File: config.mk
export PLATFORM = sky130hd
export DESIGN_NAME = integer_set_operation_filter
export DESIGN_NICKNAME = d
export VERILOG_FILES = /design/src/hw/rtl/isof_pkg.sv /design/src/hw/rtl/isof_cell.sv /design/src/hw/rtl/isof_seq.sv /design/src/hw/rtl/integer_set_operation_filter.sv
export VERILOG_INCLUDE_DIRS = /design/src /design/src/hw/rtl
export SDC_FILE = /design/constraint.sdc
export NUM_CORES = 2
export LEC_CHECK = 0
export ABC_CLOCK_PERIOD_IN_PS = 3900
export BUFFER_PORTS_ARGS = -buffer_cell sky130_fd_sc_hd__clkbuf_2
export CORE_MARGIN = 1.5
export CORE_UTILIZATION = 60
export DETAILED_ROUTE_END_ITERATION = 12
export PLACE_DENSITY = 0.73
export SLEW_MARGIN = 20
export SYNTH_ARGS = -nofsm -noshare
export SYNTH_HDL_FRONTEND = slang
export SYNTH_SLANG_ARGS = --single-unit
File: constraint.sdc
create_clock -name clock -period 3.9 [get_ports clock]
set_clock_uncertainty 0.05 [all_clocks]
set_input_delay 0.78 -clock clock [delete_from_list [all_inputs] [get_ports clock]]
set_output_delay 0.78 -clock clock [all_outputs]
set_load 0.05 [all_outputs]
File: src/hw/rtl/integer_set_operation_filter_macros.svh
// ----------------------------------------------------------------------------
// Integer set operation filter assertion macros
// Concurrent assertion shorthands used by the set filter top level.
// ----------------------------------------------------------------------------
`ifndef INTEGER_SET_OPERATION_FILTER_MACROS_SVH
`define INTEGER_SET_OPERATION_FILTER_MACROS_SVH

// same-cycle implication
`define ISOF_ASSERT_IMPL(label, clk, rst, ante, cons) \
   label: assert property (@(posedge clk) disable iff (rst) (ante) |-> (cons)) \
      else $error("set filter assertion failed");

// next-cycle implication
`define ISOF_ASSERT_NEXT(label, clk, rst, ante, cons) \
   label: assert property (@(posedge clk) disable iff (rst) (ante) |=> (cons)) \
      else $error("set filter assertion failed");

`endif

File: src/hw/rtl/isof_pkg.sv
// ----------------------------------------------------------------------------
// Integer set operation filter package
// Shared types, field widths and codes of the set filter.
// ----------------------------------------------------------------------------
package isof_pkg;

   localparam int VALUE_W     = 32;
   localparam int ACTION_W    = 2;
   localparam int OP_W        = 2;
   localparam int SET_COUNT_W = 7;

   // rsp_tdata layout
   localparam int RSP_SEL_BIT     = VALUE_W;
   localparam int RSP_PRESENT_BIT = VALUE_W + 1;
   localparam int RSP_COUNT_LSB   = VALUE_W + 2;
   localparam int RSP_OVF_BIT     = RSP_COUNT_LSB + SET_COUNT_W;
   localparam int RSP_USED_W      = RSP_OVF_BIT + 1;
   localparam int RSP_TDATA_W     = 48;
   localparam int RSP_PAD_W       = RSP_TDATA_W - RSP_USED_W;

   localparam logic [ACTION_W-1:0] ACT_CLEAR   = 2'd0;
   localparam logic [ACTION_W-1:0] ACT_INSERT  = 2'd1;
   localparam logic [ACTION_W-1:0] ACT_OPERATE = 2'd2;

   localparam logic [OP_W-1:0] OP_UNION     = 2'd0;
   localparam logic [OP_W-1:0] OP_DIFF      = 2'd1;
   localparam logic [OP_W-1:0] OP_INTERSECT = 2'd2;

   typedef enum logic {
      ST_IDLE,
      ST_SCAN
   } seq_state_type;

   typedef struct packed {
      logic [VALUE_W-1:0] key;
      logic               hit;
   } token_type;

   typedef struct packed {
      logic               en;
      logic [VALUE_W-1:0] value;
   } cell_wr_type;

endpackage

File: src/hw/rtl/isof_cell.sv
// ----------------------------------------------------------------------------
// Integer set operation filter cell
// Holds one stored element; compares the passing key and forwards the token.
// ----------------------------------------------------------------------------
module isof_cell (
   input  logic                  clock,
   input  isof_pkg::cell_wr_type wr,
   input  logic                  live,
   input  isof_pkg::token_type   up_tok,
   output isof_pkg::token_type   down_tok
);
   import isof_pkg::*;

   logic [VALUE_W-1:0] entry_ff, entry_in;
   token_type          tok_ff, tok_in;

   always_comb begin
      entry_in   = wr.en ? wr.value : entry_ff;
      tok_in.key = up_tok.key;
      tok_in.hit = up_tok.hit | (live && (entry_ff == up_tok.key));
   end

   always_ff @(posedge clock) begin
      entry_ff <= entry_in;
      tok_ff   <= tok_in;
   end

   assign down_tok = tok_ff;

endmodule

File: src/hw/rtl/isof_seq.sv
// ----------------------------------------------------------------------------
// Integer set operation filter sequencer
// Takes a transaction, waits for the scan token, updates the set, responds.
// ----------------------------------------------------------------------------
module isof_seq #(
   parameter  int CAPACITY = 64,
   localparam int COUNT_W  = $clog2(CAPACITY + 1),
   localparam int IDX_W    = (CAPACITY > 1) ? $clog2(CAPACITY) : 1
) (
   input  logic                                clock,
   input  logic                                reset,
   input  logic                                req_tvalid,
   output logic                                req_tready,
   input  logic [isof_pkg::ACTION_W-1:0]       req_action,
   input  logic [isof_pkg::VALUE_W-1:0]        req_value,
   output logic                                rsp_tvalid,
   input  logic                                rsp_tready,
   // echo_value, selected, was_present, set_count, overflow, zero pad
   output logic [isof_pkg::RSP_TDATA_W-1:0]    rsp_tdata,
   input  logic [isof_pkg::OP_W-1:0]           set_operation,
   output logic [isof_pkg::VALUE_W-1:0]        scan_key,
   input  logic                                scan_hit,
   output logic [COUNT_W-1:0]                  count,
   output isof_pkg::cell_wr_type               wr,
   output logic [IDX_W-1:0]                    wr_idx
);
   import isof_pkg::*;

   seq_state_type            state_ff, state_in;
   logic [COUNT_W-1:0]       step_ff, step_in;
   logic [COUNT_W-1:0]       count_ff, count_in;
   logic [ACTION_W-1:0]      action_ff, action_in;
   logic [VALUE_W-1:0]       key_ff, key_in;
   logic                     rsp_valid_ff, rsp_valid_in;
   logic [VALUE_W-1:0]       rsp_value_ff, rsp_value_in;
   logic                     rsp_sel_ff, rsp_sel_in;
   logic                     rsp_present_ff, rsp_present_in;
   logic [SET_COUNT_W-1:0]   rsp_count_ff, rsp_count_in;
   logic                     rsp_ovf_ff, rsp_ovf_in;

   logic                     done;
   logic                     out_free;
   logic                     present;
   logic [SET_COUNT_W+COUNT_W-1:0] count_wide;

   always_comb begin
      state_in       = state_ff;
      step_in        = step_ff;
      count_in       = count_ff;
      action_in      = action_ff;
      key_in         = key_ff;
      rsp_valid_in   = rsp_valid_ff;
      rsp_value_in   = rsp_value_ff;
      rsp_sel_in     = rsp_sel_ff;
      rsp_present_in = rsp_present_ff;
      rsp_count_in   = rsp_count_ff;
      rsp_ovf_in     = rsp_ovf_ff;
      wr.en          = 1'b0;
      wr.value       = key_ff;
      wr_idx         = count_ff[IDX_W-1:0];
      req_tready     = (state_ff == ST_IDLE);

      done       = (step_ff == COUNT_W'(CAPACITY));
      out_free   = !rsp_valid_ff || rsp_tready;
      present    = (action_ff != ACT_CLEAR) && scan_hit;
      count_wide = '0;

      if (rsp_valid_ff && rsp_tready) begin
         rsp_valid_in = 1'b0;
      end

      unique case (state_ff)
         ST_IDLE: begin
            if (req_tvalid) begin
               action_in = req_action;
               key_in    = req_value;
               step_in   = '0;
               state_in  = ST_SCAN;
            end
         end
         ST_SCAN: begin
            if (!done) begin
               step_in = step_ff + COUNT_W'(1);
            end else if (out_free) begin
               rsp_sel_in = 1'b0;
               rsp_ovf_in = 1'b0;
               case (action_ff)
                  ACT_CLEAR: begin
                     count_in = '0;
                  end
                  ACT_INSERT: begin
                     if (!present) begin
                        if (count_ff < COUNT_W'(CAPACITY)) begin
                           wr.en      = 1'b1;
                           count_in   = count_ff + COUNT_W'(1);
                           rsp_sel_in = 1'b1;
                        end else begin
                           rsp_ovf_in = 1'b1;
                        end
                     end
                  end
                  ACT_OPERATE: begin
                     case (set_operation) inside
                        OP_UNION, OP_DIFF: rsp_sel_in = !present;
                        OP_INTERSECT:      rsp_sel_in = present;
                        default:           rsp_sel_in = 1'b0;
                     endcase
                  end
                  default: ;
               endcase
               count_wide     = {{SET_COUNT_W{1'b0}}, count_in};
               rsp_count_in   = count_wide[SET_COUNT_W-1:0];
               rsp_value_in   = key_ff;
               rsp_present_in = present;
               rsp_valid_in   = 1'b1;
               state_in       = ST_IDLE;
            end
         end
         default: state_in = ST_IDLE;
      endcase
   end

   always_ff @(posedge clock) begin
      if (reset) begin
         state_ff     <= ST_IDLE;
         count_ff     <= '0;
         rsp_valid_ff <= 1'b0;
      end else begin
         state_ff     <= state_in;
         count_ff     <= count_in;
         rsp_valid_ff <= rsp_valid_in;
      end
   end

   always_ff @(posedge clock) begin
      step_ff        <= step_in;
      action_ff      <= action_in;
      key_ff         <= key_in;
      rsp_value_ff   <= rsp_value_in;
      rsp_sel_ff     <= rsp_sel_in;
      rsp_present_ff <= rsp_present_in;
      rsp_count_ff   <= rsp_count_in;
      rsp_ovf_ff     <= rsp_ovf_in;
   end

   assign scan_key   = key_ff;
   assign count      = count_ff;
   assign rsp_tvalid = rsp_valid_ff;
   assign rsp_tdata  = {{RSP_PAD_W{1'b0}}, rsp_ovf_ff, rsp_count_ff, rsp_present_ff,
                        rsp_sel_ff, rsp_value_ff};

endmodule

File: src/hw/rtl/integer_set_operation_filter.sv
// ----------------------------------------------------------------------------
// Integer set operation filter
// Keeps a set of distinct signed 32-bit values and filters a streamed set.
// ----------------------------------------------------------------------------
// Input stream req_*: tdata carries the element, tuser the action (clear,
// insert if absent, apply set operation). Output stream rsp_*: one
// transaction per input transaction, carrying the echoed element, selected,
// was_present, the set size after the transaction and the overflow flag.
// csr_wr_en/csr_wr_data write the set operation (union, difference,
// intersection); write it only while the block is idle.
// Each transaction sends a search token down a chain of CAPACITY cells, one
// cell per cycle. rsp_tvalid rises once the token has left the last cell and
// the result is registered, and req_tready returns in the same cycle, so a
// new transaction is not taken while one is still in its scan.
// The result sits in an output register: a new transaction is accepted
// while it waits, and its scan holds at the chain end until the output
// register is taken. Reset empties the set, selects union and drops any
// transaction in flight; stored values are not cleared.
// ----------------------------------------------------------------------------
`include "integer_set_operation_filter_macros.svh"

module integer_set_operation_filter #(
   parameter int CAPACITY = 64
) (
   input  logic                             clock,
   input  logic                             reset,
   input  logic                             csr_wr_en,
   input  logic [isof_pkg::OP_W-1:0]        csr_wr_data,
   input  logic                             req_tvalid,
   output logic                             req_tready,
   // element_value
   input  logic [isof_pkg::VALUE_W-1:0]     req_tdata,
   // action
   input  logic [isof_pkg::ACTION_W-1:0]    req_tuser,
   output logic                             rsp_tvalid,
   input  logic                             rsp_tready,
   // echo_value, selected, was_present, set_count, overflow, zero pad
   output logic [isof_pkg::RSP_TDATA_W-1:0] rsp_tdata
);
   import isof_pkg::*;

   localparam int COUNT_W = $clog2(CAPACITY + 1);
   localparam int IDX_W   = (CAPACITY > 1) ? $clog2(CAPACITY) : 1;

   logic [OP_W-1:0]    set_operation_ff, set_operation_in;
   logic [VALUE_W-1:0] scan_key;
   logic [COUNT_W-1:0] set_count;
   cell_wr_type        wr;
   logic [IDX_W-1:0]   wr_idx;
   token_type          link [CAPACITY+1];
   cell_wr_type        cell_wr [CAPACITY];
   logic               cell_live [CAPACITY];

   always_comb begin
      set_operation_in = csr_wr_en ? csr_wr_data : set_operation_ff;
   end

   always_ff @(posedge clock) begin
      if (reset) begin
         set_operation_ff <= OP_UNION;
      end else begin
         set_operation_ff <= set_operation_in;
      end
   end

   assign link[0].key = scan_key;
   assign link[0].hit = 1'b0;

   for (genvar i = 0; i < CAPACITY; i++) begin : g_cell
      assign cell_wr[i].en    = wr.en && (wr_idx == IDX_W'(i));
      assign cell_wr[i].value = wr.value;
      assign cell_live[i]     = (COUNT_W'(i) < set_count);

      isof_cell u_cell (
         .clock    (clock),
         .wr       (cell_wr[i]),
         .live     (cell_live[i]),
         .up_tok   (link[i]),
         .down_tok (link[i+1])
      );
   end

   isof_seq #(
      .CAPACITY (CAPACITY)
   ) u_seq (
      .clock         (clock),
      .reset         (reset),
      .req_tvalid    (req_tvalid),
      .req_tready    (req_tready),
      .req_action    (req_tuser),
      .req_value     (req_tdata),
      .rsp_tvalid    (rsp_tvalid),
      .rsp_tready    (rsp_tready),
      .rsp_tdata     (rsp_tdata),
      .set_operation (set_operation_ff),
      .scan_key      (scan_key),
      .scan_hit      (link[CAPACITY].hit),
      .count         (set_count),
      .wr            (wr),
      .wr_idx        (wr_idx)
   );

   `ISOF_ASSERT_NEXT(a_one_in_flight, clock, reset, req_tvalid && req_tready, !req_tready)
   `ISOF_ASSERT_IMPL(a_count_bound, clock, reset, 1'b1, set_count <= COUNT_W'(CAPACITY))
   `ISOF_ASSERT_IMPL(a_overflow_only, clock, reset, rsp_tvalid && rsp_tdata[RSP_OVF_BIT], !rsp_tdata[RSP_SEL_BIT] && !rsp_tdata[RSP_PRESENT_BIT])

endmodule
== After elaboration in Yosys (flattened, before gate mapping) ==
Cells that the tools add are included.
Widths: inputs -> output; s select.
Operators by class
  $add $sub $neg: 2
  order comparisons: 65
  eq/ne operators: 134
  multiplexer cells: 24
  bitwise operators: 65
  reduce and logical (&&, ||, !) cells: 142
Operator list (number)
  $eq 32x32->1: 64
  $lt 6x7->1 const A: 32
  $eq 6x6->1 const B: 32
  $logic_and 1x1->1: 130
  $lt 5x7->1 const A: 16
  $eq 6x5->1 const B: 16
  $or 1x1->1: 63
  $lt 4x7->1 const A: 8
  $eq 6x4->1 const B: 8
  $lt 3x7->1 const A: 4
  $mux 7: 4
  $pmux 7 s2: 2
  $eq 6x3->1 const B: 4
  $mux 1: 16
  $add 7x1->7 const B: 2
  $lt 1x7->1 const A: 2
  $lt 2x7->1 const A: 2
  $eq 6x2->1 const B: 2
  $eq 7x7->1 const B: 1
  $lt 7x7->1 const B: 1
  $eq 6x1->1 const B: 1
  $logic_not 6->1: 1
  $eq 2x1->1 const B: 2
  $eq 2x2->1 const B: 2
  other kinds (10): 17
Word-level totals
  bits in registers: 4222

== Longest topological paths before layout ==
  depth after elaboration: 8
  gate-level depth with buffers: 8

== By module ==
From an unflattened synthesis, not the netlist that was laid out.
Second synthesis, totals
  cell total of the unflattened synthesis: 7429
  area, all modules: 131280.9 sq um
By module, submodules not included
  isof_cell: instances 64, cells an instance 109, area an instance 1976.9 sq um, sequential area each 1621.6 sq um
  isof_seq: instances 1, cells an instance 240, area an instance 3681.0 sq um, sequential area each 2672.6 sq um
  integer_set_operation_filter: instances 1, cells an instance 213, area an instance 1078.5 sq um, sequential area each 40.0 sq um

== Worst setup path before layout ==
No wires, ideal clock.
  kind: reg2reg
  start point: register u_seq.step_ff[0]
  end point: register g_cell[40].u_cell.entry_ff[0], enable pin
  data arrival time: 2998 ps
  required time: 3429 ps
  setup slack: 431 ps
  stages on the path, launching flop included: 8
  path buffers: 1
  cell sequence: edfxtp_1 > inv_1 > ha_1 > nand4b_1 > nor4_4 > nand4b_2 > buf_2 > nor2_1
RTL lines
  start, declared: line isof_seq.sv:30  | logic [COUNT_W-1:0] step_ff, step_in;
  start signal, assigned: line isof_seq.sv:136  | step_ff <= step_in;
  end signal, assigned: line isof_cell.sv:24  | entry_ff <= entry_in;
  end, declared: line isof_cell.sv:14  | logic [VALUE_W-1:0] entry_ff, entry_in;

==> out/results.ini <==
[final_layout]
areaGrowthSynthToFinish_pct = 14.40
drive_above_1_share_pct = 11.37
final_cells = 11120
fill_cells = 13440
num-nets-final = 8005
seqCellArea_um2 = 105900
utilization_pct = 69.26
multi_input_area_um2 = 24450

[yosys]
synthFlopType = edfxtp_1
synth_area_leaders = edfxtp_1 49%, dfxtp_1 32%, xnor2_1 8.2%
ys_seq_elements = 4222
syn_area_um2 = 130300
synth.top_cell.area_share_pct = 49.11
synth_edf_count = 2131
ys_seq_area_share_pct = 81.23
synth_cells = 7336
synth_top_area_cell = edfxtp_1
async_flop_share_pct = 0
yosys_warnings = 0
syn_avg_cell_area_um2 = 17.76
synthDistinctLibCells = 65

[drt]
drt_wl_total_mm = 326.7
wl_met3_mm = 32.19
drt-initial-drc-count = 9423
wl_met1_mm = 132.5
via_per_inst = 5.694
ant_nets = 0
first_pass_iters = 8
top_layer = met5
wire_per_inst_um = 29.38
vias = 63310
met2_length_mm = 151.5
route.detailed.drc = 0

[grt]
grt_max_degree = 68
grt_pass1_wl_mm = 458.3
grt_overflow_total = 0
grtUsageTotal_pct = 29.69
antenna_found_initial = 28
grt_pass1_vias = 63150

[timing]
hold_ws_ns = 0.1307
rsz0062_at_grt = no
tns_ns = 0
max_freq_mhz = 307.7
period_share_pct = 83.34
finalHoldViolCount = 0
worst_slew_pin_slew_ns = 1.200
worst_slew_margin_rel_pct = 20.03
finalSetupViolations = 0
slew_viol_final = 0
min_period_ns = 3.250

[placed_design]
dp_cells = 10360
gp_congestion = 0.8764
port_buffers = 84
hpwl_mm = 199.3

[clocking]
cts_made_buffers = 399
clock_sinks = 4222
clk_path_buf_depth = 4
clk_pin_slew_ns = 0.06
h-tree-depth = 5
cts_setup_buffers = 0
cts_root_buf = clkbuf_16
insertion_delay_ns = 0.99
cts_tree = done

[power_and_ir_drop]
swShare_pct = 20.57
leakagePower_nw = 51.71
combPwrFrac_pct = 2.2
cellPowerDensity_nw_per_um2 = 594.9
ir_drop_mv = 0.4633
pwr-share-seq_pct = 54.6
clockPowerShare_pct = 43.2
intPower_mw = 70.45
switching_power_mw = 18.24

[flow_run]
maxCapViolCount = 0

[critical_path]
cp_max_fo = 32
arrival_ns = 3.77
crit_required_ns = 4.42
worstSetupPathType = reg2reg
cp-end-kind = register
crit_path_start_kind = register

[run_status]
status = complete, no violations

[floorplanning]
die_h_um = 469.0
dieArea_um2 = 220000
io-pin-count = 91
start_util_pct = 60.54
die_w_um = 469.0
rows = 170
design.core.area_um2 = 215300

[worst_hold_path]
hold_path.class = in2reg

==> metrics by stage <==
| stage | area [um^2] | total power, mW | setup slack [ns] |
|---|---|---|---|
| 2_1_floorplan | 130300 | 49.86 | 0.4306 |
| 3_3_place_gp | 135700 | 51.18 | 0.6324 |
| 3_5_place_dp | 135700 | 51.22 | 0.6514 |
| 4_1_cts | 149100 | 88.93 | 0.6057 |
| 5_1_grt | 149100 | 90.80 | 0.4961 |
| 6_report | 149100 | 88.69 | 0.6496 |
==> flip-flops by register name, summed over array words and instances, names as in the netlist <==
name and count:
u_seq.rsp_ovf_ff 1, set_operation_ff 2, u_seq.rsp_present_ff 1, u_seq.state_ff 1
g_cell.u_cell.down_tok 2080, u_seq.rsp_count_ff 7, u_seq.rsp_sel_ff 1, u_seq.rsp_value_ff 32
u_seq.action_ff 2, u_seq.count 7, g_cell.u_cell.entry_ff 2048, u_seq.scan_key 32
u_seq.rsp_tvalid 1, u_seq.step_ff 7
==> layout by cell type, fill, tap and decap left out, types with 6 or more instances in the layout <==
| master | Yosys | final |
|---|---|---|
| nor4_1 | 205 | 204 |
| ha_1 | 9 | 9 |
| clkbuf_16 | 0 | 411 |
| a21oi_1 | 22 | 22 |
| xor2_1 | 837 | 837 |
| clkbuf_2 | 0 | 84 |
| nand3_1 | 51 | 51 |
| buf_4 | 9 | 113 |
| diode_2 | 0 | 6 |
| edfxtp_1 | 2131 | 2131 |
| nor2_1 | 97 | 32 |
| buf_12 | 0 | 21 |
| clkbuf_1 | 7 | 84 |
| conb_1 | 1 | 6 |
| dlygate4sd3_1 | 0 | 32 |
| clkinvlp_4 | 0 | 8 |
| o41ai_1 | 22 | 22 |
| a31o_2 | 34 | 34 |
| dfxtp_1 | 2091 | 2088 |
| nor2_4 | 1 | 26 |
| clkinv_1 | 0 | 40 |
| nor3_1 | 96 | 96 |
| inv_1 | 36 | 36 |
| clkbuf_8 | 0 | 47 |
| a2111oi_0 | 10 | 10 |
| nand2_1 | 25 | 25 |
| and3_1 | 6 | 6 |
| xnor2_1 | 1216 | 1216 |
| clkinv_2 | 0 | 78 |
| o2111ai_1 | 22 | 22 |
| or4_1 | 9 | 9 |
| nand4_1 | 301 | 301 |
| nor2_2 | 0 | 40 |
| bufinv_16 | 0 | 32 |
==> cell usage after synthesis (3+ instances only) <==
library cell	instances
nand4_1	301
a211oi_1	3
and3_1	6
o41a_1	3
nand2b_1	4
o41ai_1	22
nor3_1	96
xor2_1	837
a2111oi_0	10
and2_1	3
mux2i_1	5
clkbuf_1	7
nand2_1	25
o2111ai_1	22
xnor2_1	1216
o21ba_2	3
ha_1	9
dfxtp_1	2091
buf_2	17
a21oi_1	22
nor2_1	97
o31ai_1	3
a21o_1	3
inv_1	36
nand3_1	51
nor4_1	205
a41o_1	5
a31o_2	34
buf_4	9
nor2b_1	3
or3_1	4
or4_1	9
edfxtp_1	2131
==> final timing paths <==
path                                                      from                        endpoint  slack [ns]  cells after the start
worst min register to register  g_cell[32].u_cell.down_tok[23]  g_cell[33].u_cell.down_tok[23]        0.29                      0
worst min-delay path                                req_tvalid                  u_seq.state_ff        0.13                      3
worst max register to register                u_seq.step_ff[0]   g_cell[63].u_cell.entry_ff[7]        0.65                      6
worst max-delay path                          u_seq.step_ff[0]   g_cell[63].u_cell.entry_ff[7]        0.65                      6
==> cell type report <==
| cell class | instances | share of cell area, % |
|---|---|---|
| clock inverters | 178 | 1.214 |
| clock buffers | 542 | 7.544 |
| diodes | 6 | 0.01007 |
| inverters | 37 | 0.09316 |
| repair buffers | 250 | 1.348 |
| multi-input cells | 3045 | 16.40 |
| flip-flops and latches | 4222 | 71.01 |
| well taps | 2838 | 2.382 |
==> metal layers <==
layer	up-vias	track usage (%)
li1	27370	-
met1	31950	42.93
met2	3395	46.49
met3	592	5.002
met4	2	9.267
met5	-	0
==> worst max-delay path, cell delays in order (launching register included) <==
cell and delay (ns):
edfxtp_1 0.44, inv_1 0.09, ha_1 0.14, nand4b_1 0.34
nor4_4 0.45, nand3_2 0.44, nor2_4 0.88
==> cell families after synthesis <==
kind of cell    after synthesis  synth area share [%]
flops                      4222                 81.23
xor+xnor                   2053                 13.80
simple gates                828                 3.679
fa+ha+maj                     9               0.08641
compound gates              143                0.8920
buf+inv                      74                0.2669
other cells                   1              0.002878
mux                           6               0.04705
==> power by group through the flow <==
| stage | Combinational [mW] | Clock [mW] | Sequential [mW] |
|---|---|---|---|
| floorplan | 0.782 | 0 | 49.1 |
| detailed placement | 1.85 | 0 | 49.4 |
| finish | 1.91 | 38.3 | 48.4 |
| global placement | 1.82 | 0 | 49.4 |
| CTS | 1.90 | 38.6 | 48.4 |
| global route | 1.98 | 40.4 | 48.5 |
==> timing repair <==
item                                    CTS  global route
endpoints found under the setup margin    0             0
endpoints found under the hold margin    32             0
resized for setup                         0             0
hold buffers                             32             0
Power figures use the tool's default switching activity.
